**src/ffha_ram.sv**
```systemverilog
// Generic simple dual-port RAM with one write port and a registered read port.
module ffha_ram #(
    parameter int WIDTH = 8,
    parameter int DEPTH = 16
) (
    input  logic                     i_clk,
    input  logic                     i_we,
    input  logic [$clog2(DEPTH)-1:0] i_waddr,
    input  logic [WIDTH-1:0]         i_wdata,
    input  logic [$clog2(DEPTH)-1:0] i_raddr,
    output logic [WIDTH-1:0]         o_rdata
);

    logic [WIDTH-1:0] r_mem [DEPTH];
    logic [WIDTH-1:0] r_rdata;

    // write and registered read
    always_ff @(posedge i_clk) begin
        if (i_we) begin
            r_mem[i_waddr] <= i_wdata;
        end
        r_rdata <= r_mem[i_raddr];
    end

    assign o_rdata = r_rdata;

endmodule

```
**config.mk**
```make
export PLATFORM = sky130hd
export DESIGN_NAME = ffha_ram
export DESIGN_NICKNAME = d
export VERILOG_FILES = /design/src/ffha_ram.sv
export SDC_FILE = /design/constraint.sdc
export NUM_CORES = 1
export LEC_CHECK = 0
export BUFFER_PORTS_ARGS = -buffer_cell sky130_fd_sc_hd__buf_2
export CAP_MARGIN = 25
export CORE_MARGIN = 4
export CORE_UTILIZATION = 45
export DETAILED_ROUTE_END_ITERATION = 12
export PLACE_DENSITY = 0.62
export SLEW_MARGIN = 20
export SYNTH_ARGS = -nofsm -noshare
export SYNTH_HDL_FRONTEND = slang
export SYNTH_SLANG_ARGS = --single-unit
```
**constraint.sdc**
```tcl
create_clock -name i_clk -period 5.24 [get_ports i_clk]
set_clock_uncertainty 0.2 [all_clocks]
set_input_delay 1.31 -clock i_clk [delete_from_list [all_inputs] [get_ports i_clk]]
set_output_delay 1.31 -clock i_clk [all_outputs]
set_load 0.01 [all_outputs]
```
* Word level (Yosys, flattened, before mapping)
Memories as Yosys holds them, arrays and structs flattened. A register that Yosys moved wholly into a read port is not among the register bits.
Cells that the tools add are included.
W data, S select, Z words.
** Storage, ports and cells
- RAM bits :: 128
- Output and inout bits :: 8
- Memories :: 1
- Logic and storage cells :: 3
- Flip-flop bits (word level) :: 0
** Cells by class
- Mux-type cells :: 2
** Memory list
- r_mem :: words 16, width 8, read ports 1, clocked after Yosys merged registers in 1, wr ports 1, line 14 : logic [WIDTH-1:0] r_mem [DEPTH];
** Operator list (number)
- $mux W1 :: 2

* Logic depth before layout (Yosys ltp)
Gate-level depths: netlist of the first run.
- Word-level depth :: 2
- Mapped depth :: 5

* Least setup slack after synthesis of the first run
OpenSTA, ideal clock, no wires.
- Path type :: in2reg
- From :: input port i_waddr[2]
- To :: memory r_mem[0][0], enable pin
- Data required time :: 4657 ps
- Buffers on the path :: 0
- Library setup time :: 383 ps
- Stages on the path :: 2
- Arrival :: 2420 ps
- Slack :: 2237 ps
- Cell sequence :: or3b_2 -> nor3_1
** RTL lines
- start, declared :: line 8 : input logic [$clog2(DEPTH)-1:0] i_waddr,
- end, declared :: line 14
No word-level cell before the write port.

==> impl_metrics.toml, run 1 <==
[outcome]
outcome = "finished, final reports clean"

[synth]
syn_area_um2 = 5150
synth-compound-area-share = 0.0233
ys_seq_elements = 136
synthCells = 229
synth-adder-area-share = 0
synth_xor_area_frac = 0
synthMuxAreaShare = 0.150
synth.distinct_cells = 19
yosysSeqAreaShare = 0.778
synth-simple-area-share = 0.0318
synth_top_family_by_area = "multiplexers"
synthesis.nets = 247
avgSynthCellArea_um2 = 22.5
yosysWarnings = 0

[sta]
hold_ws_ns = 0.465
setup_viol = 0
worst_pin_slew_ns = 0.942
finalCritPeriodShare = 0.569
max-slew-margin-rel = 0.370
max_freq_mhz = 335
min_period_ns = 2.98
rsz0062_at_grt = "false"
tns_ns = 0
slew_violations = 0
hold_viol = 0

[route]
vias = 2381
postRouteAntennaNets = 0
drc_errors = 0
drt-initial-drc-count = 161
drtPass1Iterations = 4
via_per_inst = 5.67
wl_um = 9730
routedWlPerCell_um = 23.2

[power_and_ir_drop]
ir_drop_mv = 0.236
leakage_nw = 1.99
power.density_nw_per_um2 = 408

[layout]
areaGrowthSynthToFinish_pct = 15.5
nets = 285
final_cells = 420
utilization = 0.539
insertedDiodeCount = 0
drive_above_1_share = 0.271

[flow_run]
maxCapViolCount = 0

[place]
place_hpwl_um = 5950
numPortBuffers = 25
gp_congestion = 0.685
place_inst = 387

[global_routing]
first_global_vias = 2438
grt_start_max_net_pins = 33
overflow = 0
gr-usage-all-layers = 0.163
grt_pass1_wl_um = 15000
antenna_found_initial = 0

[critical_path]
worstSetupEndpointType = "flop"
crit_slowest_cell = "buf_2"
critPathMaxFanout = 28
path_buf_inv = 2
crit_required_ns = 5.32
cp_data_arrival_time_ns = 3.07
path_cells = "buf_2 -> buf_4 -> mux4_1 -> a22oi_1 -> nand2_1"
crit_type = "input port to flop"
worstSetupStartpoint = "i_raddr[0]"
cp_top_family = "buffers and inverters"
r2r_start = "r_mem[9][4]"
start_kind = "input port"
slowest_delay_ns = 0.67

[cts]
postCtsHoldBufs = 0
cts_buffers = 17
cts_tree = "built"
postCtsSetupBuffers = 0
post_cts_resized = 0
clkLatencyLatePin_ns = 0.41
clk_pin_slew_worst_paths_ns = 0.05
cts_buffer_depth = 2
cts.htree.levels = 4
cts.sinks = 136
cts_root_buffer = "clkbuf_16"

[floorplan]
die_area_um2 = 13200
ios = 26
start_util = 0.467
die_h_um = 115
die_w_um = 115
core_area_um2 = 11000
core.rowCount = 38

[worst_hold_path]
hold_class = "flop to flop"
hold_start = "r_mem[4][1]"
[stage by stage]
step / power [mW] / setup WS, ns / area [µm²]
final: 2.43 / 2.26 / 5950
after global routing: 2.51 / 2.11 / 5950
after CTS: 2.45 / 2.19 / 5940
after detailed placement: 1.36 / 1.76 / 5390
after global placement: 1.35 / 1.56 / 5390
after floorplan: 1.31 / 2.24 / 5150
[cell families after synthesis]
| logic type | Yosys count |
|---|---|
| muxes | 32 |
| buffers and inverters | 10 |
| and+or+nand+nor | 35 |
| DFF | 136 |
| AOI/OAI and AO/OA | 16 |
[power breakdown]
part / total [mW] / switching (mW) / internal (mW)
logic: 0.107 / 0.0629 / 0.0441
registers: 1.22 / 0.00748 / 1.22
clock network: 1.10 / 0.409 / 0.688
total: 2.43 / 0.479 / 1.95
[per-layer routing]
metal	GRT usage	routed length, µm	vias to the layer above
li1	-	-	1050
met1	0.224	4280	1246
met3	0.0463	505	13
met5	0	0	-
met2	0.248	4790	72
met4	0.0634	159	0
[worst min-delay path: cells and delay by family (launching register included)]
family	cells	cell delay (ns)
AO/OA/AOI/OAI	1	0.06
flip-flops	1	0.31
multiplexers	1	0.21
AND/OR/NAND/NOR	1	0.06
[worst paths after layout]
check	end	slack [ns]	cells past startpoint
worst min-delay path	o_rdata[1]	0.46	3
worst max-delay path	o_rdata[0]	2.26	5
worst min register to register	o_rdata[1]	0.46	3
worst max register to register	o_rdata[4]	3.65	3
[Yosys cell counts]
library cell / number / area, µm²
nor2b_1: 1 / 6.26
or3b_2: 1 / 8.76
edfxtp_1: 128 / 3840
nand3_1: 1 / 5.00
buf_2: 3 / 15.0
mux4_1: 14 / 368
and2b_1: 1 / 7.51
nand2_1: 9 / 33.8
a22oi_1: 16 / 120
mux4_2: 18 / 405
nor3_1: 4 / 20.0
clkdlybuf4s25_2: 3 / 30.0
dfxtp_1: 8 / 160
nand2b_1: 2 / 12.5
nor2_1: 13 / 48.8
buf_4: 1 / 7.51
buf_6: 3 / 33.8
nand3b_1: 2 / 15.0
and2_1: 1 / 6.26
[cell type report]
| class | count | area [µm²] |
|---|---|---|
| clock buffer | 20 | 437 |
| clock inverter | 12 | 109 |
| tap | 140 | 175 |
| multi-input combinational | 83 | 1070 |
| timing repair buffer | 29 | 155 |
| sequential | 136 | 4000 |
| fill | 871 | 5080 |
[cells in the final DEF (no fill, tap or decap)]
| cell | Yosys | final |
|---|---|---|
| a22oi_1 | 16 | 16 |
| and2_1 | 1 | 1 |
| and2b_1 | 1 | 1 |
| buf_2 | 3 | 25 |
| buf_4 | 1 | 4 |
| bufinv_16 | 0 | 2 |
| clkbuf_1 | 0 | 3 |
| clkbuf_16 | 0 | 17 |
| clkinv_1 | 0 | 3 |
| clkinv_2 | 0 | 6 |
| clkinvlp_4 | 0 | 1 |
| dfxtp_1 | 8 | 8 |
| edfxtp_1 | 128 | 128 |
| mux4_1 | 14 | 14 |
| mux4_2 | 18 | 18 |
| nand2_1 | 9 | 9 |
| nand2b_1 | 2 | 2 |
| nand3_1 | 1 | 1 |
| nand3b_1 | 2 | 2 |
| nor2_1 | 13 | 13 |
| nor2b_1 | 1 | 1 |
| nor3_1 | 4 | 2 |
| nor3_2 | 0 | 2 |
| or3b_2 | 1 | 1 |
[state kept, by name, indices dropped and copies added, names as in the netlist]
| name | cells |
|---|---|
| o_rdata | 8 |
| r_mem | 128 |
Power figures use the tool's default switching activity.
==> inputs of run 2 (changes only) <==
Clock period 5.24 ns to 3 ns, I/O delays scaled along.
==> run 2 against run 1 <==
Power is 71% higher; cell count is 3.3% higher; routed wire length is 2.3% lower; clock-buffer cell count is 5 higher; largest cell class unchanged; largest power group unchanged.
==> impl_metrics.toml, run 2 (synthesis gave the netlist of run 1 again) <==
[layout]
drive_above_1_share = 0.296
largest-register = "r_mem"
nets = 301
final_common_cell = "edfxtp_1"
multi_input_area_um2 = 1060
finalInstanceArea_um2 = 6060
largest_reg_flops = 128
mostFrequentLayoutCells = "128 x edfxtp_1, 25 x buf_2, 18 x mux4_2, 18 x buf_4, 17 x clkbuf_16"
fillCellCount = 830
insertedDiodeCount = 0
regArea_um2 = 4000
areaGrowthSynthToFinish_pct = 17.7

[global_routing]
grt_pass1_wl_um = 15200
first_global_vias = 2592
overflow = 0
antenna_found_initial = 0
gr-usage-all-layers = 0.163
grt_start_max_net_pins = 33

[sta]
hold_ws_ns = 0.473
max_freq_mhz = 463
tns_ns = 0
max-slew-margin-rel = 0.738
setup_viol = 0
worst_pin_slew_ns = 0.393
rsz0062_at_grt = "false"
finalCritPeriodShare = 0.720
slew_violations = 0
hold_viol = 0
min_period_ns = 2.16

[cts]
cts_buffers = 17
cts_buffer_depth = 2
cts_root_buffer = "clkbuf_16"
cts_tree = "built"
clkLatencyLatePin_ns = 0.40
cts.htree.levels = 4
post_cts_resized = 0
cts.sinks = 136
postCtsHoldBufs = 0
clk_pin_slew_worst_paths_ns = 0.05
postCtsSetupBuffers = 0

[floorplan]
core.rowCount = 38
start_util = 0.467
core_area_um2 = 11000
ios = 26
die_h_um = 115
die_w_um = 115
die_area_um2 = 13200

[worst_hold_path]
holdPathStages = 3
hold_class = "flop to flop"
hold_start = "r_mem[13][6]"
worstHoldEndpoint = "o_rdata[6]"

[critical_path]
worstSetupEndpointType = "flop"
path_buf_inv = 2
reg2reg_slack_ns = 1.39
crit_required_ns = 3.07
rr_worst_depth = 3
worstSetupStartpoint = "i_raddr[0]"
crit_slowest_cell = "mux4_1"
cp_data_arrival_time_ns = 2.23
crit_type = "input port to flop"
cp_top_family = "multiplexers"
r2r_start = "r_mem[1][5]"
start_kind = "input port"
path_cells = "buf_2 -> buf_12 -> mux4_1 -> a22oi_1 -> nand2_1"
critPathMaxFanout = 27
r2r-end = "o_rdata[5]"
slowest_delay_ns = 0.58

[outcome]
outcome = "finished, final reports clean"

[place]
dpl-instance-area_um2 = 5540
numPortBuffers = 25
place_hpwl_um = 6080
gp_congestion = 0.772

[route]
drt-initial-drc-count = 249
drc_errors = 0
wl_um = 9500
via_per_inst = 5.50
vias = 2386
postRouteAntennaNets = 0
drtPass1Iterations = 4
routedWlPerCell_um = 21.9

[power_and_ir_drop]
leakage_nw = 2.07
ir_drop_mv = 0.287
power.density_nw_per_um2 = 687

[flow_run]
maxCapViolCount = 0
-- run 2: routing by layer --
metal | GRT usage | part of all wire
met3 | 0.0537 | 0.072
met5 | 0 | 0
met2 | 0.255 | 0.51
met4 | 0.0587 | 0.0081
met1 | 0.217 | 0.41
-- run 2: worst register-to-register path, cell delays in order (launching register included) --
cell	delay, ns
edfxtp_1	0.37
mux4_1	0.51
a22oi_1	0.32
nand2_1	0.10
-- run 2: cell type report --
cell class | count | area share
clock buffers | 25 | 0.0784
clock inverters | 5 | 0.00805
multi-input cells | 83 | 0.174
flip-flops and latches | 136 | 0.661
well taps | 140 | 0.0289
repair buffers | 45 | 0.0495
-- run 2: worst max path at each step --
stage	end	slack [ns]	depth (start not counted)
2_1_floorplan	r_mem[0][0]	0.56	2
3_3_place_gp	o_rdata[0]	0.38	5
3_5_place_dp	o_rdata[0]	0.39	5
4_1_cts	o_rdata[0]	0.80	5
5_1_grt	o_rdata[0]	0.77	5
6_report	o_rdata[0]	0.84	5
-- run 2: where the power goes --
group	switching, mW	internal (mW)	leakage, nW
clock	0.660	1.16	0.258
combinational	0.113	0.0863	0.586
sequential	0.0119	2.13	1.22
total	0.785	3.38	2.07
-- run 2: stage by stage --
stage	util	setup slack (ns)	cells	power, mW
2_1_floorplan	-	0.557	229	2.29
3_3_place_gp	0.502	0.384	404	2.38
3_5_place_dp	0.502	0.386	404	2.38
4_1_cts	0.549	0.801	434	4.20
5_1_grt	0.549	0.771	434	4.33
6_report	0.549	0.840	434	4.16
==> inputs of run 3 (changes only) <==
Settings changed: PLACE_DENSITY 0.62 to 0.64.
Clock period 3 ns to 1.85 ns, I/O delays scaled along.
==> run 3 against run 2 <==
Global-route usage up 0.053 points; routed wire length up 2.1%; die area unchanged; first-iteration DRC count is 14% lower; power up 69%; critical path depth unchanged; core utilization up 1.4 points; clock-buffer cell count fell by 2; design area is 2.6% higher; critical path type unchanged; critical endpoint unchanged; cell count up 2.5%.
==> impl_metrics.toml, run 3 (synthesis gave the netlist of run 1 again) <==
[cts]
cts.sinks = 136
postCtsHoldBufs = 0
cts.htree.levels = 4
cts_tree = "built"
cts_buffer_depth = 2
clkLatencyLatePin_ns = 0.41
post_cts_resized = 0
cts_root_buffer = "clkbuf_16"
postCtsSetupBuffers = 0
clk_pin_slew_worst_paths_ns = 0.05
cts_buffers = 17

[sta]
max-slew-margin-rel = 0.530
finalCritPeriodShare = 0.940
hold_ws_ns = 0.230
worst_slack_ns = 0.111
tns_ns = 0
min_period_ns = 1.74
max_freq_mhz = 575
setup_viol = 0
rsz0062_at_grt = "false"
slew_violations = 0
worst_pin_slew_ns = 0.704
hold_viol = 0

[critical_path]
critPathMaxFanout = 14
rr_worst_depth = 3
crit_required_ns = 1.93
slowest_delay_ns = 0.60
path_cells = "buf_2 -> buf_12 -> mux4_1 -> a22oi_1 -> nand2_1"
cp_data_arrival_time_ns = 1.82
r2r_start = "r_mem[1][0]"
cp_top_family = "multiplexers"
r2r-end = "o_rdata[0]"
crit_type = "input port to flop"
reg2reg_slack_ns = 0.23
path_buf_inv = 2
crit_slowest_cell = "mux4_1"
start_kind = "input port"
worstSetupEndpointType = "flop"

[route]
postRouteAntennaNets = 0
routedWlPerCell_um = 21.8
vias = 2409
drt-initial-drc-count = 213
via_per_inst = 5.41
drc_errors = 0
wl_um = 9710
drtPass1Iterations = 7

[place]
pre_cts_ws_ns = -0.310
dpl-instance-area_um2 = 5640
place_inst = 413
numPortBuffers = 25
place_hpwl_um = 6530
gp_congestion = 0.753

[layout]
mostFrequentLayoutCells = "128 x edfxtp_1, 25 x buf_2, 25 x buf_4"
largest_reg_flops = 128
largest-register = "r_mem"
insertedDiodeCount = 0
areaGrowthSynthToFinish_pct = 20.8
final_common_cell = "edfxtp_1"
finalInstanceArea_um2 = 6220
final_cells = 445
drive_above_1_share = 0.344
fillCellCount = 838
nets = 310
utilization = 0.564

[floorplan]
core_area_um2 = 11000
start_util = 0.467
die_area_um2 = 13200
ios = 26
die_h_um = 115
core.rowCount = 38
die_w_um = 115

[global_routing]
gr-usage-all-layers = 0.164
overflow = 0
grt_pass1_wl_um = 15200
first_global_vias = 2600
antenna_found_initial = 0
grt_start_max_net_pins = 25

[worst_hold_path]
holdPathStages = 1
worstHoldEndpoint = "r_mem[6][1]"
hold_start = "i_wdata[1]"
hold_class = "input port to flop"

[flow_run]
maxCapViolCount = 0

[outcome]
outcome = "finished, final reports clean"

[power_and_ir_drop]
ir_drop_mv = 0.570
power.density_nw_per_um2 = 1130
power_mw = 7.01
leakage_nw = 2.15
[run 3: changes by cell type in the layout (fill, tap and decap cells not counted)]
cell,delta
nor3_1,-3
clkinv_1,-1
clkinv_2,+3
buf_4,+7
bufinv_16,+1
nor3_2,+3
clkbuf_8,+1
clkinvlp_4,+1
buf_12,+2
clkbuf_1,-3
[run 3: routing by layer]
metal | GRT usage | vias to the layer above | wire length [µm] | part of all wire
met3 | 0.0400 | 11 | 501 | 0.052
met5 | 0 | - | 0 | 0
met2 | 0.258 | 72 | 4920 | 0.51
met1 | 0.216 | 1224 | 4150 | 0.43
met4 | 0.0775 | 0 | 134 | 0.014
li1 | - | 1102 | - | -
[run 3: worst max path at each step]
stage	startpoint	endpoint	slack, ns	depth (start not counted)
floorplan	i_waddr[2]	r_mem[3][0]	-0.08	2
global placement	i_raddr[0]	o_rdata[0]	-0.30	5
detailed placement	i_raddr[0]	o_rdata[0]	-0.31	5
CTS	i_raddr[0]	o_rdata[0]	0.13	5
global route	i_raddr[0]	o_rdata[2]	0.05	5
finish	i_raddr[0]	o_rdata[0]	0.11	5
[run 3: where the power goes]
part           internal (mW)  switching [mW]
Sequential              3.45          0.0191
Clock                   2.07            1.13
Combinational          0.154           0.186
[run 3: final cells by class]
type	count	area (µm²)	area share
Clock buffer	23	478	0.0768
Sequential cell	136	4000	0.644
Multi-Input combinational cell	83	1070	0.172
Clock inverter	9	97.6	0.0157
Timing Repair Buffer	54	393	0.0632
Tap cell	140	175	0.0282
[run 3: worst register-to-register path, delay by kind of cell (launching register included)]
| family | cells | cell delay (ns) |
|---|---|---|
| mux | 1 | 0.50 |
| flops | 1 | 0.36 |
| compound gates | 1 | 0.30 |
| simple gates | 1 | 0.13 |
