<file path="config.mk">
export PLATFORM = sky130hd
export DESIGN_NAME = ffha_ctrl
export DESIGN_NICKNAME = d
export VERILOG_FILES = /design/src/ffha_pkg.sv /design/src/ffha_ctrl.sv
export SDC_FILE = /design/constraint.sdc
export NUM_CORES = 1
export LEC_CHECK = 0
export ABC_AREA = 1
export BUFFER_PORTS_ARGS = -buffer_cell sky130_fd_sc_hd__buf_2
export CAP_MARGIN = 20
export CORE_MARGIN = 5
export CORE_UTILIZATION = 45
export DETAILED_ROUTE_END_ITERATION = 12
export GPL_ROUTABILITY_DRIVEN = 0
export PLACE_DENSITY_LB_ADDON = 0.05
export SYNTH_ARGS = -nofsm -noshare
export SYNTH_HDL_FRONTEND = slang
export SYNTH_SLANG_ARGS = --single-unit
</file>
<file path="constraint.sdc">
create_clock -name i_clk -period 4.4 [get_ports i_clk]
set_input_delay 0.88 -clock i_clk [delete_from_list [all_inputs] [get_ports i_clk]]
set_output_delay 0.88 -clock i_clk [all_outputs]
set_load 0.01 [all_outputs]
</file>
<file path="src/ffha_pkg.sv">
// Shared types and constants of the first-fit heap allocator.
package ffha_pkg;

    localparam int HEAP_WORDS_DEF = 4096;
    localparam int BYTES_W        = 14;
    localparam int WORD_W         = 12;
    localparam int SIZE_W         = 13;
    localparam int MEM_W          = SIZE_W + 1;

    typedef enum logic [1:0] {
        ST_OK      = 2'd0,
        ST_NOMEM   = 2'd1,
        ST_BADFREE = 2'd2,
        ST_ZERO    = 2'd3
    } t_status;

    typedef enum logic {
        ACT_ALLOC = 1'b0,
        ACT_FREE  = 1'b1
    } t_action;

    typedef enum logic [2:0] {
        S_CLEAR,
        S_IDLE,
        S_WALK,
        S_FREE,
        S_DONE
    } t_state;

    typedef struct packed {
        t_status             status;
        logic [WORD_W-1:0]   word;
    } t_result;

endpackage

</file>
<file path="src/ffha_ctrl.sv">
// Sequencer of the allocator: clearing pass, chain walk, free check, header update.
module ffha_ctrl #(
    parameter int HEAP_WORDS = ffha_pkg::HEAP_WORDS_DEF,
    localparam int AW = $clog2(HEAP_WORDS),
    localparam int CW = ((AW > ffha_pkg::SIZE_W) ? AW : ffha_pkg::SIZE_W) + 2
) (
    input  logic                         i_clk,
    input  logic                         i_rst_n,
    input  logic                         i_valid,
    output logic                         o_ready,
    input  logic                         i_action,
    input  logic [ffha_pkg::BYTES_W-1:0] i_byte_count,
    input  logic [ffha_pkg::WORD_W-1:0]  i_payload_word,
    output logic                         o_res_valid,
    input  logic                         i_res_ready,
    output ffha_pkg::t_result            o_res,
    output logic                         o_mem_we,
    output logic [AW-1:0]                o_mem_waddr,
    output logic [ffha_pkg::MEM_W-1:0]   o_mem_wdata,
    output logic [AW-1:0]                o_mem_raddr,
    input  logic [ffha_pkg::MEM_W-1:0]   i_mem_rdata
);

    localparam int SW = ffha_pkg::SIZE_W;

    ffha_pkg::t_state             r_state, n_state;
    logic [AW-1:0]                r_clr, n_clr;
    logic [CW-1:0]                r_h, n_h;
    logic [CW-1:0]                r_passed, n_passed;
    logic [SW-1:0]                r_words, n_words;
    logic [ffha_pkg::WORD_W-1:0]  r_pw, n_pw;
    ffha_pkg::t_result            r_res, n_res;

    logic [ffha_pkg::BYTES_W:0]   bytes_up;
    logic [SW-1:0]                words_in;
    logic [SW-1:0]                blk_size;
    logic                         blk_mark;
    logic                         walk_limit;
    logic                         end_overrun;
    logic [CW-1:0]                h_next;
    logic [CW-1:0]                in_pm1;
    logic [CW-1:0]                pw_hdr;

    // round the byte count up to whole words
    assign bytes_up = {1'b0, i_byte_count} + (ffha_pkg::BYTES_W + 1)'(3);
    assign words_in = SW'(bytes_up >> 2);

    // fields of the header just read
    assign blk_size = i_mem_rdata[SW-1:0];
    assign blk_mark = i_mem_rdata[SW];

    // walk checks on the block under the cursor
    assign walk_limit  = ((r_passed + CW'(r_words)) > CW'(HEAP_WORDS - 2))
                      || (r_h >= CW'(HEAP_WORDS));
    assign end_overrun = (r_h + CW'(r_words) + CW'(1)) > CW'(HEAP_WORDS);
    assign h_next      = r_h + CW'(blk_size) + CW'(1);

    // header index of a block to free
    assign in_pm1 = CW'(i_payload_word) - CW'(1);
    assign pw_hdr = CW'(r_pw) - CW'(1);

    // state and datapath registers
    always_ff @(posedge i_clk) begin
        if (!i_rst_n) begin
            r_state <= ffha_pkg::S_CLEAR;
            r_clr   <= '0;
        end else begin
            r_state <= n_state;
            r_clr   <= n_clr;
        end
        r_h      <= n_h;
        r_passed <= n_passed;
        r_words  <= n_words;
        r_pw     <= n_pw;
        r_res    <= n_res;
    end

    // next state, memory access and result
    always_comb begin
        n_state     = r_state;
        n_clr       = r_clr;
        n_h         = r_h;
        n_passed    = r_passed;
        n_words     = r_words;
        n_pw        = r_pw;
        n_res       = r_res;
        o_ready     = 1'b0;
        o_res_valid = 1'b0;
        o_mem_we    = 1'b0;
        o_mem_waddr = r_h[AW-1:0];
        o_mem_wdata = '0;
        o_mem_raddr = r_h[AW-1:0];

        unique case (r_state)
            ffha_pkg::S_CLEAR: begin
                // zero one header per cycle
                o_mem_we    = 1'b1;
                o_mem_waddr = r_clr;
                n_clr       = r_clr + AW'(1);
                if (r_clr == AW'(HEAP_WORDS - 1)) begin
                    n_state = ffha_pkg::S_IDLE;
                end
            end
            ffha_pkg::S_IDLE: begin
                o_ready = 1'b1;
                if (i_valid) begin
                    if (i_action == ffha_pkg::ACT_FREE) begin
                        o_mem_raddr = in_pm1[AW-1:0];
                        n_pw        = i_payload_word;
                        n_state     = ffha_pkg::S_FREE;
                    end else if (words_in == '0) begin
                        n_res.status = ffha_pkg::ST_ZERO;
                        n_res.word   = '0;
                        n_state      = ffha_pkg::S_DONE;
                    end else begin
                        // start the walk at word 0
                        o_mem_raddr = '0;
                        n_h         = '0;
                        n_passed    = '0;
                        n_words     = words_in;
                        n_state     = ffha_pkg::S_WALK;
                    end
                end
            end
            ffha_pkg::S_WALK: begin
                priority if (walk_limit) begin
                    n_res.status = ffha_pkg::ST_NOMEM;
                    n_res.word   = '0;
                    n_state      = ffha_pkg::S_DONE;
                end else if ((blk_size == '0) || (!blk_mark && (blk_size >= r_words))) begin
                    if (end_overrun) begin
                        n_res.status = ffha_pkg::ST_NOMEM;
                        n_res.word   = '0;
                    end else begin
                        // take the block: end marker gets the request size
                        o_mem_we     = 1'b1;
                        o_mem_waddr  = r_h[AW-1:0];
                        o_mem_wdata  = {1'b1, (blk_size == '0) ? r_words : blk_size};
                        n_res.status = ffha_pkg::ST_OK;
                        n_res.word   = ffha_pkg::WORD_W'(r_h + CW'(1));
                    end
                    n_state = ffha_pkg::S_DONE;
                end else begin
                    // advance to the next header and read it at once
                    o_mem_raddr = h_next[AW-1:0];
                    n_h         = h_next;
                    n_passed    = r_passed + CW'(blk_size);
                end
            end
            ffha_pkg::S_FREE: begin
                n_res.word = '0;
                if ((r_pw == '0) || (pw_hdr >= CW'(HEAP_WORDS))
                    || (blk_size == '0) || !blk_mark) begin
                    n_res.status = ffha_pkg::ST_BADFREE;
                end else begin
                    // drop the allocated mark, keep the size
                    o_mem_we     = 1'b1;
                    o_mem_waddr  = pw_hdr[AW-1:0];
                    o_mem_wdata  = {1'b0, blk_size};
                    n_res.status = ffha_pkg::ST_OK;
                end
                n_state = ffha_pkg::S_DONE;
            end
            ffha_pkg::S_DONE: begin
                o_res_valid = 1'b1;
                if (i_res_ready) begin
                    n_state = ffha_pkg::S_IDLE;
                end
            end
            default: begin
                n_state = ffha_pkg::S_CLEAR;
            end
        endcase
    end

    assign o_res = r_res;

endmodule

</file>
### Word-level counts from Yosys, hierarchy flattened

Index checks and enable logic that the tools add are counted.

* $add $sub $neg: 11
* order comparisons: 5
* equality and inequality tests: 14
* multiplexer cells: 46
* bitwise logic cells: 2
* reductions and logical operators: 18

Operator list (count)
* 14-bit 2-to-1 mux: 8
* 15-bit 2-to-1 mux: 7
* 12-bit 2-to-1 mux: 6
* 15-bit by 13-bit adder with 15-bit output: 4
* 15-bit case mux with 2 select lines: 2
* 12-bit case mux with 2 select lines: 2
* 14-bit case mux with 3 select lines: 1
* 13-bit 2-to-1 mux: 3
* 15-bit by 1-bit adder with 15-bit output (second input constant): 2
* 15-bit by 13-bit greater-or-equal comparator with 1-bit output (second input constant): 2
* 14-bit case mux with 2 select lines: 1
* 13-bit zero test: 2
* 12-bit by 1-bit adder with 12-bit output (second input constant): 2
* 3-bit 2-to-1 mux: 7
* 2-bit != test (second input constant): 8
* 14-bit by 2-bit adder with 15-bit output (second input constant): 1
* 15-bit by 12-bit greater-than comparator with 1-bit output (second input constant): 1
* 15-bit by 13-bit greater-than comparator with 1-bit output (second input constant): 1
* 3-bit case mux with 5 select lines: 1
* 13-bit greater-or-equal comparator: 1
* 12-bit by 1-bit subtractor with 13-bit output (second input constant): 1
* 12-bit equality test (second input constant): 1
* 12-bit zero test: 1
* 12-bit by 1-bit subtractor with 12-bit output (second input constant): 1
* other kinds (18): 30

* register bits after elaboration: 84
* bits of input ports: 45
* output and inout port bits: 55

### Logic depth before layout (Yosys ltp)

Gate-level depths: netlist of the first run.

* depth in word-level cells: 7
* gate-level depth with buffers: 18
* gate-level depth less buffers: 18

### Worst setup path after synthesis of the first run

Ideal clock, no wire load.

* kind: input port to flip-flop
* from: in i_mem_rdata[2] (netlist bit)
* to: reg r_h[0], enable pin
* library setup time: 0.427 ns
* data arrival time: 3.776 ns
* path slack: 0.197 ns
* stages: 12
* path buffers: 0
* cell sequence: ha_1 -> nand2_1 -> inv_1 -> o21ai_0 -> nand3_1 -> nand2_1 -> nand3_1 -> nand2_1 -> nand2_1 -> nor2_1 -> nand3_1 -> a21oi_1

* longest elaborated chain between the ends: 5

Ends and longest elaborated chain
* from (decl): RTL line ffha_ctrl.sv:21 `input logic [ffha_pkg::MEM_W-1:0] i_mem_rdata`
* 13-bit greater-or-equal comparator: RTL line ffha_ctrl.sv:130 `end else if ((blk_size == '0) || (!blk_mark && (blk_size >= r_words))) begin`
* 1-bit logical AND: RTL line ffha_ctrl.sv:130
* 1-bit logical OR *: RTL line ffha_ctrl.sv:130
* 2-bit != test (no source line) *
* 6-bit AND reduction (no source line) *
* to (signal assigned): RTL line ffha_ctrl.sv:71 `r_h <= n_h;`
* to (decl): RTL line ffha_ctrl.sv:28 `logic [CW-1:0] r_h, n_h;`

Every way passes the cells marked *; elsewhere a longest branch is shown, timed or not.
A chain may end at the register's enable or synchronous reset.

### Final worst setup path of the first run

* from: reg r_words[0]
* to: out o_mem_wdata[2] (netlist bit)

* longest elaborated chain between the ends: 7

Ends and longest elaborated chain
* from (decl): RTL line ffha_ctrl.sv:30 `logic [SW-1:0] r_words, n_words;`
* from (signal assigned): RTL line ffha_ctrl.sv:73 `r_words <= n_words;`
* 15-bit by 13-bit adder with 15-bit output: RTL line ffha_ctrl.sv:55 `assign end_overrun = (r_h + CW'(r_words) + CW'(1)) > CW'(HEAP_WORDS);`
* 15-bit by 1-bit adder with 15-bit output: RTL line ffha_ctrl.sv:55
* 15-bit by 13-bit greater-than comparator with 1-bit output: RTL line ffha_ctrl.sv:55
* 14-bit 2-to-1 mux: RTL line ffha_ctrl.sv:131 `if (end_overrun) begin`
* 14-bit 2-to-1 mux: RTL line ffha_ctrl.sv:130
* 14-bit 2-to-1 mux *: RTL line ffha_ctrl.sv:126 `priority if (walk_limit) begin`
* 14-bit case mux with 2 select lines *: RTL line ffha_ctrl.sv:94 `unique case (r_state)`
* to (decl): RTL line ffha_ctrl.sv:19 `output logic [ffha_pkg::MEM_W-1:0] o_mem_wdata,`

Marks and branches as above.

==> metrics.csv, run 1 <==
stage,metric,value,unit
logic_synthesis,synth-compound-area-share,12.1,%
floorplanning,ios,100,
sta,layout_min_cycle_time,4190,ps
placed_design,dp_worst_setup_slack,335,ps
logic_synthesis,synth_area_leaders,"edfxtp_1, nand2_1, ha_1, inv_1, nand3_1",
global_routing,grt_pass1_vias,8140,
logic_synthesis,syn-instance-count,1305,
drt,drtIter0Drc,676,
floorplanning,dieArea,22300,µm²
critical_path,cp_common_cell,nand3_1,
critical_path,crit_path_start_kind,flop,
logic_synthesis,synth_top_family_by_area,simple AND/OR/NAND/NOR gates,
min_path,min_to,r_clr[3],
cts,numCtsBuffers,9,
logic_synthesis,synth_xor_area_share,3.12,%
cts,cts_buffer_depth,2,
sta,hold_violations,0,
floorplanning,design.core.area,19300,µm²
drt,wl_per_cell,16.4,µm
drt,first_pass_iters,4,
final_layout,final_nets,1538,
logic_synthesis,synth_top_area_share,23.8,%
critical_path,arrival,3310,ps
logic_synthesis,synth_edf_count,69,
placed_design,post-dp-hpwl,22600,µm
critical_path,critical_path_class,flop to output pin,
logic_synthesis,synth_adder_area_share,11.0,%
global_routing,track_usage,24.8,%
critical_path,r2r-end,r_passed[7],
cts,clkSinkCount,84,
logic_synthesis,synth_largest_area_cell,edfxtp_1,
cts,path_clk_slew,70,ps
final_layout,n_antenna_cell,0,
pwr,p_int,2.04,mW
pwr,p_leak,4.82,nW
final_layout,finalNonFillerCells,1689,
min_path,hp-class,flop to flop,
pwr,p_sw_share,45.8,%
drt,num_vias,9006,
global_routing,grt_antenna_before_repair,0,
sta,skew,8.25,ps
critical_path,reg2regPathDepth,13,
pwr,power,3.76,mW
sta,finalSetupViolCount,0,
logic_synthesis,synth_common_cells,"nand2_1, inv_1, nor2_1, nand3_1, ha_1",
global_routing,grt-ovfl-total,0,
floorplanning,chipHeight,149,µm
logic_synthesis,synth-main-ff-cell,edfxtp_1,
logic_synthesis,yosysSeqAreaShare,27.2,%
drt,drc,0,
floorplanning,rows,51,
cts,tritoncts,yes,
critical_path,required,3520,ps
drt,drt-total-wl,27700,µm
sta,setup_tns,0,ps
critical_path,critPathCaptureType,output pin,
critical_path,r2r_slack,1050,ps
min_path,min-delay-start,r_clr[3],
pwr,powerDensity,378,nW/µm²
placed_design,io_buffers,99,
sta,fmax,0.239,GHz
logic_synthesis,syn_avg_cell_area,6.68,µm²
sta,tightest_slew,865,ps
final_layout,area_growth,14.2,%
logic_synthesis,synth_area,8720,µm²
floorplanning,die_w,149,µm
critical_path,slowest_stage,edfxtp_1,
logic_synthesis,synth_nets,1424,
pwr,p_switching,1.72,mW
pwr,ir_worst_vdd,0.000226,V
sta,rsz0062_at_grt,false,
status,outcome,completed,
logic_synthesis,yosys-mux-area-fraction,0,%
sta,fin_ws,213,ps
sta,slew_violations,0,
critical_path,cp_cell_sequence,ha_1 -> inv_1 -> fa_1 -> inv_1 -> nand3_1 -> nand3_1 -> nand3_1 -> nand4_1 -> nand3_4 -> nor2_8 -> nand2_4 -> inv_6 -> nand3_4 -> buf_12 -> o21ai_0 -> buf_2,
drt,antenna_left,0,
cts,htree_levels,3,
cts,cts_root_buf,clkbuf_16,
logic_synthesis,netlist-cell-type-count,55,
final_layout,final_util,51.6,%
min_path,holdPathStages,2,
pwr,pwr-share-clk,21.1,%
pwr,sequentialPowerShare,29.3,%
critical_path,r2r-start,r_words[0],
sta,period_share,95.2,%
logic_synthesis,synth_async_sr_flop_share,0,%
cts,clk_latency,360,ps
global_routing,grt_max_degree,31,
drt,avgViaCountPerCell,5.33,
placed_design,place_inst,1671,
logic_synthesis,synth.most_common_cell,nand2_1,
job,drv_cap,0,
final_layout,drive_above_1_share,13.4,%
floorplanning,initial_core_util,45.2,%
sta,relSlewSlack,42.3,%
pwr,power_frac_comb,49.7,%
critical_path,cp_max_fo,15,
logic_synthesis,ys_warn_count,0,
global_routing,grt_first_pass_wirelength,43200,µm
critical_path,cp_slowest_stage_delay,440,ps
logic_synthesis,ys_ff_latch,84,
logic_synthesis,synthSimpleGateAreaFrac,37.2,%
final cells by class:
cell class / count / area [µm²]
Clock inverter: 7 / 76.3
Clock buffer: 9 / 225
Multi-Input combinational cell: 1011 / 5560
Timing Repair Buffer: 119 / 658
Tap cell: 265 / 332
Sequential cell: 84 / 2370
Inverter: 194 / 733
Fill cell: 2058 / 9320
flip-flops by register name, indices dropped and copies added (netlist names):
signal / cells
r_words: 13
r_clr: 12
r_passed: 15
r_state: 3
o_res: 14
r_h: 15
r_pw: 12
cell families after synthesis:
logic type | after synthesis
fa+ha+maj | 74
buf+inv | 210
compound gates | 180
simple gates | 726
flops | 84
xor+xnor | 31
power by group through the flow:
stage / Combinational, mW / Sequential (mW) / Clock (mW)
floorplan: 1.24 / 1.10 / 0
global placement: 1.84 / 1.12 / 0
detailed placement: 1.84 / 1.12 / 0
CTS: 1.85 / 1.10 / 0.805
global route: 2.09 / 1.11 / 0.838
finish: 1.87 / 1.10 / 0.792
worst max-delay path: cells and delay by family, from the launching register on:
family          cells  cell delay [ps]
flops               1              440
compound gates      1              140
buf+inv             5              630
simple gates        8             1150
fa+ha+maj           2              580
layer usage:
layer / track usage, % / wire length, µm / part of all wire, %
met5: 0 / 0 / 0
met4: 4.94 / 310 / 1.1
met3: 3.74 / 1910 / 6.9
met2: 39.5 / 12600 / 45
met1: 35.8 / 12900 / 47
worst max path at each step:
stage	start	endpoint	slack, ps	cells after the start
floorplan	i_mem_rdata[2]	r_h[0]	200	12
CTS	r_h[0]	o_mem_wdata[2]	160	19
detailed placement	i_mem_rdata[2]	o_mem_raddr[11]	330	16
finish	r_words[0]	o_mem_wdata[2]	210	16
global route	r_words[0]	o_mem_wdata[2]	20	19
global placement	i_mem_rdata[0]	o_mem_raddr[8]	330	14
through the flow:
stage                     hold WS [ps]  cell area (µm²)
after floorplan                    465             8720
after global placement             489             9620
after detailed placement           520             9620
after CTS                          530             9940
after global routing               553             9950
final                              521             9950
what timing repair did:
item / CTS / global route
buffers inserted: 1 / 1
hold buffers: 0 / 0
pin swaps: 1 / 1
endpoints found under the setup margin: 6 / 15
resized for setup: 0 / 3
cells in the final DEF, fill, tap and decap left out, drive strengths merged, types with 6 or more instances in the layout:
cell type and instances:
edfxtp 69, clkbuf 9, o21ai 72, nand4 24, xnor2 9, clkinv 6, xor2 22, a22oi 8
nand3 134, dfxtp 15, nand2 342, a21oi 72, ha 70, nor2 160, or2 6, nor3 34
inv 195, nand3b 13, buf 119
Power figures use the tool's default switching activity.
==> run 2, diff against run 1 <==
- ABC_AREA: 1 -> not set
- SKIP_LAST_GASP: not set -> 1
- clock period: 4.4 -> 3.55 ns (I/O delays scaled with it)
==> run 2 against run 1 <==
Effect of this change:
- the flow now finishes with violations (setup timing)
- highest routed layer unchanged
- final cell count down 21%
- critical path depth unchanged
- sequential share of layout area down 1.3 points
==> metrics.csv, run 2 <==
stage,metric,value,unit,change
final_layout,final_util,66.0,%,+14 points
floorplanning,rows,46,,-9.8%
logic_synthesis,syn-instance-count,825,,-37%
placed_design,place_inst,1271,,-24%
critical_path,arrival,3760,ps,+450 ps
critical_path,cp_slowest_stage_delay,410,ps,-30 ps
critical_path,r2r_slack,-310,ps,-1360 ps
floorplanning,die_w,138,µm,-7.6%
logic_synthesis,synthSimpleGateAreaFrac,21.0,%,-16 points
critical_path,cp.buffers_inverters,5,,unchanged
final_layout,nFillCells,1292,,-37%
drt,num_vias,7690,,-15%
cts,cts_buffer_depth,2,,unchanged
pwr,pwr-share-clk,42.8,%,+22 points
logic_synthesis,netlist-cell-type-count,71,,+29%
logic_synthesis,synth_area,7360,µm²,-16%
placed_design,post-dp-hpwl,19500,µm,-14%
drt,drt-total-wl,25900,µm,-6.6%
sta,rsz0062_at_grt,true,,
global_routing,grt.met3_usage,5.41,%,+1.7 points
global_routing,grt_antenna_before_repair,0,,unchanged
logic_synthesis,yosys-mux-area-fraction,0.697,%,+0.70 points
critical_path,reg2regPathDepth,19,,+6
drt,antenna_left,0,,unchanged
drt,wl_per_cell,19.5,µm,+19%
logic_synthesis,synth_adder_area_share,13.0,%,+2.0 points
pwr,p_leak,4.47,nW,-7.1%
logic_synthesis,synth_common_cells,"nor2_1, ha_1, edfxtp_1, inv_1, o21ai_0",,
min_path,min_to,r_clr[6],,
cts,cts_root_buf,clkbuf_16,,
critical_path,r2r-end,r_passed[3],,
critical_path,r2r-start,r_words[0],,
critical_path,cp_max_fo,8,,-7
sta,layout_min_cycle_time,4470,ps,
job,drv_cap,0,,unchanged
logic_synthesis,synth-compound-area-share,19.8,%,+7.7 points
floorplanning,dieArea,19000,µm²,-15%
floorplanning,ios,100,,unchanged
sta,setup_tns,-35650,ps,"-35,650 ps"
drt,avgViaCountPerCell,5.79,,+8.5%
cts,path_clk_slew,80,ps,about the same
sta,holdWs,544,ps,+22.4 ps
global_routing,grt-ovfl-total,0,,unchanged
critical_path,cp_top_family,compound AO/OA/AOI/OAI gates,,
global_routing,met2_usage,43.1,%,+3.7 points
logic_synthesis,synth_edf_count,69,,unchanged
pwr,powerDensity,218,nW/µm²,-42%
global_routing,grt_first_pass_wirelength,40100,µm,-7.2%
critical_path,required,2840,ps,-680 ps
critical_path,crit_start,r_words[0],,
global_routing,grt_max_degree,19,,-39%
logic_synthesis,synth_async_sr_flop_share,0,%,unchanged
floorplanning,design.core.area,15900,µm²,-17%
drt,first_pass_iters,7,,+3
logic_synthesis,synth-main-ff-cell,edfxtp_1,,
pwr,p_sw_share,27.1,%,-19 points
drt,drc,0,,unchanged
logic_synthesis,synth_top_area_share,28.2,%,+4.4 points
logic_synthesis,synth_top_family_by_area,simple AND/OR/NAND/NOR gates,,
cts,htree_levels,3,,unchanged
final_layout,n_antenna_cell,0,,unchanged
status,violations,setup timing,,
drt,drtIter0Drc,546,,-19%
placed_design,io_buffers,99,,unchanged
final_layout,drive_above_1_share,35.3,%,+22 points
global_routing,grt_use_met1,36.8,%,+0.97 points
sta,slew_violations,0,,unchanged
final_layout,mostFrequentLayoutCell,buf_4,,
cts,clkSinkCount,84,,unchanged
sta,tightest_slew,1060,ps,+195 ps
final_layout,layout_common_cells,"buf_4, buf_2, nor2_1",,
cts,tritoncts,yes,,
cts,numCtsBuffers,9,,unchanged
logic_synthesis,synth_area_leaders,"edfxtp_1, ha_1, nor2_1, xnor2_1, xor2_1",,
critical_path,critPathCaptureType,output pin,,
status,outcome,"complete, but fails checks",,
logic_synthesis,syn_avg_cell_area,8.92,µm²,+33%
floorplanning,chipHeight,138,µm,-7.6%
final_layout,final_nets,1227,,-20%
floorplanning,initial_core_util,46.1,%,+0.91 points
sta,hold_violations,0,,unchanged
logic_synthesis,ys_ff_latch,84,,unchanged
critical_path,cp_cell_sequence,inv_2 -> ha_4 -> inv_2 -> fa_2 -> a21oi_4 -> o221ai_2 -> a21oi_2 -> mux2_4 -> a2111o_1 -> nor4b_4 -> o21ai_2 -> buf_6 -> nor4_4 -> buf_6 -> a22o_1 -> buf_2,,
sta,relSlewSlack,29.0,%,-13 points
critical_path,crit_path_start_kind,flop,,
pwr,p_switching,0.622,mW,-64%
sta,fmax,0.224,GHz,
global_routing,track_usage,27.5,%,+2.7 points
logic_synthesis,synth_xor_area_share,9.17,%,+6.1 points
sta,period_share,126,%,
cts,clk_latency,360,ps,about the same
critical_path,crit_cells,16,,unchanged
final_layout,area_growth,43.1,%,
min_path,holdPathStages,2,,unchanged
pwr,power_frac_comb,11.0,%,-39 points
sta,skew,11.2,ps,+2.91 ps
pwr,sequentialPowerShare,46.2,%,+17 points
min_path,hp-class,flop to flop,,
logic_synthesis,ys_warn_count,0,,unchanged
final_layout,finalNonFillerCells,1329,,-21%
critical_path,critical_path_class,flop to output pin,,
global_routing,grt_pass1_vias,7443,,-8.6%
critical_path,slowest_stage,edfxtp_1,,
logic_synthesis,synth.most_common_cell,nor2_1,,
logic_synthesis,yosysSeqAreaShare,32.3,%,+5.0 points
logic_synthesis,synth_nets,944,,-34%
pwr,p_int,1.68,mW,-18%
pwr,ir_worst_vdd,0.000212,V,-6.2%
min_path,min-delay-start,r_clr[6],,
global_routing,grt_busiest_layer,met2,,
sta,fin_ws,-917,ps,-1130 ps
sta,finalSetupViolCount,96,,+96
logic_synthesis,synth_largest_area_cell,edfxtp_1,,
-- run 2: kinds of logic (layout without fill, tap and decap cells) --
family / Yosys count / after routing
AO/OA/AOI/OAI: 207 / 207
XOR/XNOR: 77 / 77
adder cells (fa/ha/maj): 74 / 74
buffers and inverters: 76 / 364
flip-flops: 84 / 84
multiplexers: 5 / 5
AND/OR/NAND/NOR: 302 / 302
-- run 2: layer usage --
layer / vias up / share of wire (%)
li1: 3646 / -
met5: - / 0
met4: 0 / 4.1
met3: 73 / 6.7
met2: 308 / 45
met1: 3663 / 44
-- run 2: worst reg2reg max path, cell delays in order, from the launching register on --
cell      delay, ps
edfxtp_1        370
buf_4           120
buf_6           100
ha_4            150
inv_2            40
fa_2            370
nand2b_4        170
a21oi_4         210
o311ai_4        130
a21oi_2         230
xor2_1          120
a211oi_2        270
and4_4          340
buf_6           140
buf_6           110
nand2_4          50
buf_6           120
a22oi_2         150
buf_6           180
buf_12          180
-- run 2: worst max-delay path by stage --
stage / endpoint / slack, ps
6_report: o_mem_wdata[3] / -920
5_1_grt: o_mem_wdata[12] / -1140
4_1_cts: o_mem_wdata[6] / -1020
3_5_place_dp: o_mem_wdata[5] / -720
3_3_place_gp: o_mem_wdata[4] / -610
2_1_floorplan: o_mem_wdata[13] / -460
-- run 2: power groups by stage --
stage | Combinational [mW] | Clock [mW] | Sequential (mW)
after floorplan | 0.127 | 0 | 1.08
after global placement | 0.239 | 0 | 1.08
after detailed placement | 0.245 | 0 | 1.08
after CTS | 0.249 | 0.997 | 1.06
after global routing | 0.279 | 1.03 | 1.06
final | 0.254 | 0.983 | 1.06
-- run 2: timing repair --
action	4_1_cts	5_1_grt
pin swaps	29	30
setup endpoints to repair	95	97
buffers inserted	31	10
gates cloned	6	0
hold buffers	0	0
resized for setup	69	34
-- run 2: layout make-up --
class	instances	area [µm²]	area share (%)
Tap cell	216	270	2.57
Clock buffer	9	225	2.14
Multi-Input combinational cell	665	5170	49.2
Inverter	52	195	1.85
Sequential cell	84	2370	22.5
Timing Repair Buffer	296	2210	21.0
Clock inverter	7	76.3	0.725
-- run 2: metrics by stage --
step | total power, mW | worst slack, ps | cell area (µm²)
after detailed placement | 1.33 | -721 | 9390
after floorplan | 1.21 | -458 | 7550
after CTS | 2.31 | -1020 | 10300
after global placement | 1.32 | -614 | 9390
after global routing | 2.37 | -1140 | 10500
final | 2.30 | -917 | 10500
